[src/design/fsc_pkg.sv]
// Package of the suffix frequency counter: request and result types,
// operation codes, register indexes and helpers. No dependencies.
package fsc_pkg;

    localparam int C_MAX_SUFFIX    = 31;
    localparam int C_TABLE_ENTRIES = 64;
    localparam int C_CHAR_W        = 8;
    localparam int C_DATE_W        = 24;

    localparam logic [7:0] C_DOT = 8'h2E;

    localparam logic [1:0] OP_HOST  = 2'd0;
    localparam logic [1:0] OP_READ  = 2'd1;
    localparam logic [1:0] OP_CLEAR = 2'd2;

    localparam logic CFG_BEGIN = 1'b0;
    localparam logic CFG_END   = 1'b1;

    typedef struct packed {
        logic [1:0]          opcode;
        logic [C_CHAR_W-1:0] host_char;
        logic                host_last;
        logic [C_DATE_W-1:0] log_date;
        logic [5:0]          entry_index;
    } t_req;

    typedef struct packed {
        logic                counted;
        logic                table_full;
        logic                suffix_truncated;
        logic [31:0]         total_count;
        logic                entry_valid;
        logic [31:0]         entry_count;
        logic [C_CHAR_W-1:0] suffix_char;
        logic                char_last;
    } t_res;

    typedef struct packed {
        logic append;
        logic rotate;
    } t_cell_ctl;

    function automatic logic [31:0] sat_inc32(input logic [31:0] v);
        return (v == 32'hFFFF_FFFF) ? v : v + 32'd1;
    endfunction

endpackage

[src/design/fsc_cell.sv]
// One character cell of the suffix chain.
// Depends on fsc_pkg for the cell control struct.
module fsc_cell (
    input  logic                       i_clk,
    input  fsc_pkg::t_cell_ctl         i_ctl,
    input  logic [fsc_pkg::C_CHAR_W-1:0] i_left,
    input  logic [fsc_pkg::C_CHAR_W-1:0] i_right,
    output logic [fsc_pkg::C_CHAR_W-1:0] o_ch
);
    import fsc_pkg::*;

    logic [C_CHAR_W-1:0] r_ch;

    // Append moves characters away from the head; rotate moves them toward it.
    always_ff @(posedge i_clk) begin
        if (i_ctl.append) begin
            r_ch <= i_left;
        end else if (i_ctl.rotate) begin
            r_ch <= i_right;
        end
    end

    assign o_ch = r_ch;
endmodule

[src/design/fsc_chain.sv]
// Row of character cells that holds the suffix in progress.
// Depends on fsc_pkg and fsc_cell.
module fsc_chain #(
    parameter int P_CELLS = fsc_pkg::C_MAX_SUFFIX
) (
    input  logic                         i_clk,
    input  fsc_pkg::t_cell_ctl           i_ctl,
    input  logic [fsc_pkg::C_CHAR_W-1:0] i_char,
    output logic [fsc_pkg::C_CHAR_W-1:0] o_head
);
    import fsc_pkg::*;

    logic [C_CHAR_W-1:0] q [P_CELLS];

    for (genvar k = 0; k < P_CELLS; k++) begin : g_cell
        fsc_cell u_cell (
            .i_clk  (i_clk),
            .i_ctl  (i_ctl),
            .i_left ((k == 0) ? i_char : q[(k + P_CELLS - 1) % P_CELLS]),
            .i_right(q[(k + 1) % P_CELLS]),
            .o_ch   (q[k])
        );
    end

    // The newest character sits at the head; rotation closes the ring.
    assign o_head = q[0];
endmodule

[config.mk]
export PLATFORM = sky130hd
export DESIGN_NAME = fsc_chain
export DESIGN_NICKNAME = d
export VERILOG_FILES = /design/src/design/fsc_pkg.sv /design/src/design/fsc_cell.sv /design/src/design/fsc_chain.sv
export SDC_FILE = /design/constraint.sdc
export NUM_CORES = 1
export LEC_CHECK = 0
export BUFFER_PORTS_ARGS = -buffer_cell sky130_fd_sc_hd__clkbuf_2
export CORE_ASPECT_RATIO = 1.2
export CORE_MARGIN = 2
export CORE_UTILIZATION = 55
export CTS_CLUSTER_DIAMETER = 40
export DETAILED_ROUTE_END_ITERATION = 10
export HOLD_SLACK_MARGIN = 0.02
export PLACE_DENSITY = 0.68
export REMOVE_ABC_BUFFERS = 1
export SYNTH_ARGS = -nofsm -noshare
export SYNTH_HDL_FRONTEND = slang
export SYNTH_SLANG_ARGS = --single-unit
[constraint.sdc]
create_clock -name i_clk -period 7.8 [get_ports i_clk]
set_clock_uncertainty 0.05 [all_clocks]
set_input_delay 0.78 -clock i_clk [delete_from_list [all_inputs] [get_ports i_clk]]
set_output_delay 0.78 -clock i_clk [all_outputs]
set_load 0.02 [all_outputs]
-- After elaboration in Yosys (flattened, before gate mapping)
Index checks and enable logic that the tools add are counted.
W data, S select, Z words.
- register bits after elaboration: 248
- output and inout bits: 8
- word-level logic and storage cells: 94
- multiplexer cells: 62
- reductions and logical operators: 1
- operators with widths (operator ; number):
    $mux W8 ; 62
    $reduce_bool A2 Y1 ; 1

-- Logic depth before layout (Yosys ltp)
- word-level depth: 2
- depth in mapped cells: 4
- mapped depth without buffers: 1

-- By module
Synthesis repeated with hierarchy kept, for this count alone.
- cells, all modules: 558
- area total of the unflattened synthesis: 11713.7 µm²
- by module, submodules not included (module ; instances ; cells an instance ; area an instance (µm²)):
    fsc_cell ; 31 ; 18 ; 377.9

-- Worst setup path before layout
No wires, ideal clock.
- path type: input to register
- start point: input i_ctl[1] in the netlist's numbering
- end point: register g_cell[0].u_cell.r_ch[0], enable pin
- library setup time: 0.506 ns
- arrival: 4.143 ns
- setup slack: 3.101 ns
- cell stages on the path: 4
- path buffers: 3
- path through: buf_6 -> buf_6 -> buf_6 -> or2_2
- cells in the longest elaborated chain, start to end: 1
- ends and longest elaborated chain (what ; line ; source):
    start: declaration ; fsc_chain.sv:7 ; input fsc_pkg::t_cell_ctl i_ctl,
    $reduce_bool A2 Y1 (no source line) ; n/a ;
    end signal: assignment ; fsc_cell.sv:17 ; r_ch <= i_left;
    end signal: assignment ; fsc_cell.sv:19 ; r_ch <= i_right;
    end: declaration ; fsc_cell.sv:12 ; logic [C_CHAR_W-1:0] r_ch;
No other way between the ends.
A chain may end at the register's enable or synchronous reset.

-- Final worst setup path
- start point: input i_ctl[1] in the netlist's numbering
- end point: register g_cell[26].u_cell.r_ch[0] (data pin)
- cells in the longest elaborated chain, start to end: 1
- ends and longest elaborated chain (what ; line ; source):
    $mux W8 ; fsc_cell.sv:16 ; if (i_ctl.append) begin
    end signal: assignment ; fsc_cell.sv:17 ;
    end signal: assignment ; fsc_cell.sv:19 ;
    end: declaration ; fsc_cell.sv:12 ;
No other way between the ends.

==> results list <==
* Post-layout instance count excluding filler cells: 844
- Outcome: finished, final reports clean
- After synthesis, flip-flops and latches occupy 65.94% of the total area.
- Mean area per synthesized cell: 21.51 sq um
- Number of nets in the layout: 567
* Worst path slowest cell: sky130_fd_sc_hd__buf_4
- CTS tree: done
- Combinational share of power: 11.6%
- Max H-tree Level: 2
- Worst-skew pair later-pin latency: 0.50 ns
* Width of the die: 134.8 um
* Type of the worst setup path: in -> reg
- Setup repair after global routing missed its margin: no
* Top cell by count, worst path: sky130_fd_sc_hd__buf_4
- Counting flops and latches in the post-synthesis netlist gives 248.
- In this run switching power makes up 21.38% of total power.
- Entering global routing, the biggest net connects 96 pins.
* Sequential share of power: 49.2%
- Worst-path fanout max: 83
- The floorplan has 57 rows.
- Post-route cell area: 0.01260 sq mm
- TritonCTS Sinks: 248
- I/O pin count: 19
* Resized Gates After CTS: 0
- Cell-by-cell trace of the critical path: buf_8 > buf_4 > buf_4 > mux2_2
- The final number of max-transition violations was 0.
* Share of the clock period used by the worst path after layout: 44.66%
- The synthesized design spends more area on one cell type than any other, namely sky130_fd_sc_hd__edfxtp_1.
- Starting utilization of the core area: 55.95%
- After detailed routing, the number of remaining DRC violations is 0.
- DP Cell Count: 785
* Warning count from the yosys run: 0
* Delay of the slowest critical-path stage: 0.92 ns
- The mapped netlist covers 0.01129 sq mm.
- Synth cell types: 6
- Count of port buffers added during placement: 18
- Share of Yosys cell area claimed by the top area cell type: 65.94%
* Layout overhead on the synthesized area: 11.59%
- Power spread over the standard cell area amounts to 310.3 mW/mm^2.
* Top post-synthesis cells by area: sky130_fd_sc_hd__edfxtp_1 (66%), sky130_fd_sc_hd__mux2_4 (27%), sky130_fd_sc_hd__mux2_2 (4.8%)
- Register-to-Register Setup Slack: 6.79 ns
- Worst hold-check path type: reg -> reg
* Buffer type at the clock tree root: sky130_fd_sc_hd__clkbuf_16
- Headroom to the max-slew limit came out at 13.20%.
* Crit path arrival time: 3.67 ns
- In the final routed layout, each cell accounts on average for 18.04 um.
- Clock network power share: 39.2%
- Global routing consumed, over all layers together, 14.60% of the routing resources.
- The clock passes through at most 3 buffers.
- The internal power of the cells totals 3.075 mW.
- For this design, the CTS-stage hold fixing added 0 buffers.
- The first global-routing pass estimated 25880 um of wire.
* Antenna-violating nets left: 0
- Post-CTS Setup Repair Bufs: 0
- STA classifies the critical path startpoint as a primary input.
* Dpl hpwl: 7937 um
* Number of global-route vias before repair: 4898
- The floorplan step defined a core boundary enclosing 0.02018 sq mm.
- Worst Setup End Kind: register
- Starting DRT DRC Count: 427
- The routed design could run at a clock period as short as 3.484 ns.
- Setup violations remaining at the end of the flow were counted as 0.
- Die footprint: 0.02170 sq mm
* Transition time at the pin with the least slew margin: 1.302 ns
- The analysis attributes to net switching a power of 0.8363 mW.
- For this run, asynchronously set or reset flops after synthesis account for 0%.
- The most used flip-flop cell after synthesis is sky130_fd_sc_hd__edfxtp_1.
* Initial antenna violation count: 0
- Most frequently used cell type in the post-synthesis netlist: sky130_fd_sc_hd__edfxtp_1
- Antenna cell count: 0
- Commonest cells post-synth: sky130_fd_sc_hd__edfxtp_1 (248), sky130_fd_sc_hd__mux2_4 (200), sky130_fd_sc_hd__mux2_2 (48)
- Counting every instance in the synthesized netlist gives 525.
* Via density: 5.437
- The floorplan step set the die height to 161.0 um.
- The register with the most flip-flops in the layout has 248 of them.
- For the worst setup path, the data required time is 7.99 ns.
* Total negative slack: 0 ns
- Number of iterations in the first detailed-routing pass: 4
- Overall via count from detail_route: 4589
* Share of layout cells above drive strength 1: 55.79%
* Num CTS Buffers: 34
- Drt total wl: 15230 um
- The tool flagged a number of max-cap violations equal to 0.
* Post-synth EDFFs: 248
- For this design the static power due to leakage is 5.027 nW.
- Grt total ovfl: 0
* Clock-pin slew reported for the worst setup and hold paths after clock tree synthesis: 0.06 ns
- The final count of hold timing violations is 0.
* Worst supply voltage drop on vdd: 0.1810 mV
* Placed instance area: 0.01147 sq mm
* Highest attainable clock frequency: 287.0 MHz
* Final weighted congestion in routability-driven placement: 0.6885
- Hold is met by 0.5014 ns.
[placed cells by master (no fill, tap or decap)]
master	instances
sky130_fd_sc_hd__clkbuf_1	2
sky130_fd_sc_hd__clkbuf_2	17
sky130_fd_sc_hd__mux2_4	200
sky130_fd_sc_hd__clkinv_1	6
sky130_fd_sc_hd__clkinv_2	2
sky130_fd_sc_hd__or2_4	1
sky130_fd_sc_hd__clkinv_4	4
sky130_fd_sc_hd__mux2_2	48
sky130_fd_sc_hd__clkbuf_16	37
sky130_fd_sc_hd__buf_4	5
sky130_fd_sc_hd__buf_8	1
sky130_fd_sc_hd__bufinv_16	3
sky130_fd_sc_hd__clkinvlp_4	1
sky130_fd_sc_hd__inv_6	4
sky130_fd_sc_hd__edfxtp_1	248
[layer usage]
metal  up-vias  global-route usage (%)  wire [um]
li1       2145                       -          -
met1      2363                   21.91       7518
met2        54                   21.11       6883
met3        27                   3.296        495
met4         0                   5.215        329
met5         -                       0          0
[power groups by stage]
stage | combinational (mW) | sequential [mW] | clock, mW
6_report | 0.455 | 1.92 | 1.53
5_1_grt | 0.488 | 1.96 | 1.63
4_1_cts | 0.460 | 1.93 | 1.57
3_5_place_dp | 0.457 | 1.94 | 0
3_3_place_gp | 0.437 | 1.94 | 0
2_1_floorplan | 0.372 | 1.90 | 0
[layout make-up]
class / instances / area [sq um]
tap: 265 / 331.6
sequential: 248 / 7447
fill: 1399 / 7581
clock buffer: 39 / 933.4
timing repair buffer: 23 / 137.6
multi-input combinational: 249 / 3552
clock inverter: 20 / 200.2
[path summary, 6_finish.rpt]
| kind | start | endpoint | cells after the start |
|---|---|---|---|
| worst max-delay path | i_ctl[1] | g_cell[26].u_cell.o_ch[0] | 4 |
| worst max register to register | g_cell[19].u_cell.o_ch[0] | g_cell[18].u_cell.o_ch[0] | 1 |
| worst min-delay path | g_cell[30].u_cell.o_ch[2] | g_cell[29].u_cell.o_ch[2] | 1 |
| worst min register to register | g_cell[30].u_cell.o_ch[2] | g_cell[29].u_cell.o_ch[2] | 1 |
[logic make-up after synthesis]
| logic type | after synthesis | synth area share (%) |
|---|---|---|
| muxes | 248 | 31.38 |
| DFF | 248 | 65.94 |
| buffers and inverters | 28 | 2.626 |
| and+or+nand+nor | 1 | 0.05543 |
[through the flow]
step                      setup slack, ns  total power, mW  utilization [%]
after CTS                           4.339            3.958            62.44
after floorplan                     3.465            2.270                -
final                               4.316            3.911            62.44
after global placement              3.908            2.373            56.82
after global routing                4.086            4.070            62.44
after detailed placement            3.803            2.401            56.82
[critical path: cells and delay by family]
kind	cells	cell delay, ns
multiplexers	1	0.42
buffers and inverters	3	2.35
Note: power is estimated with default switching activity, not from simulation.
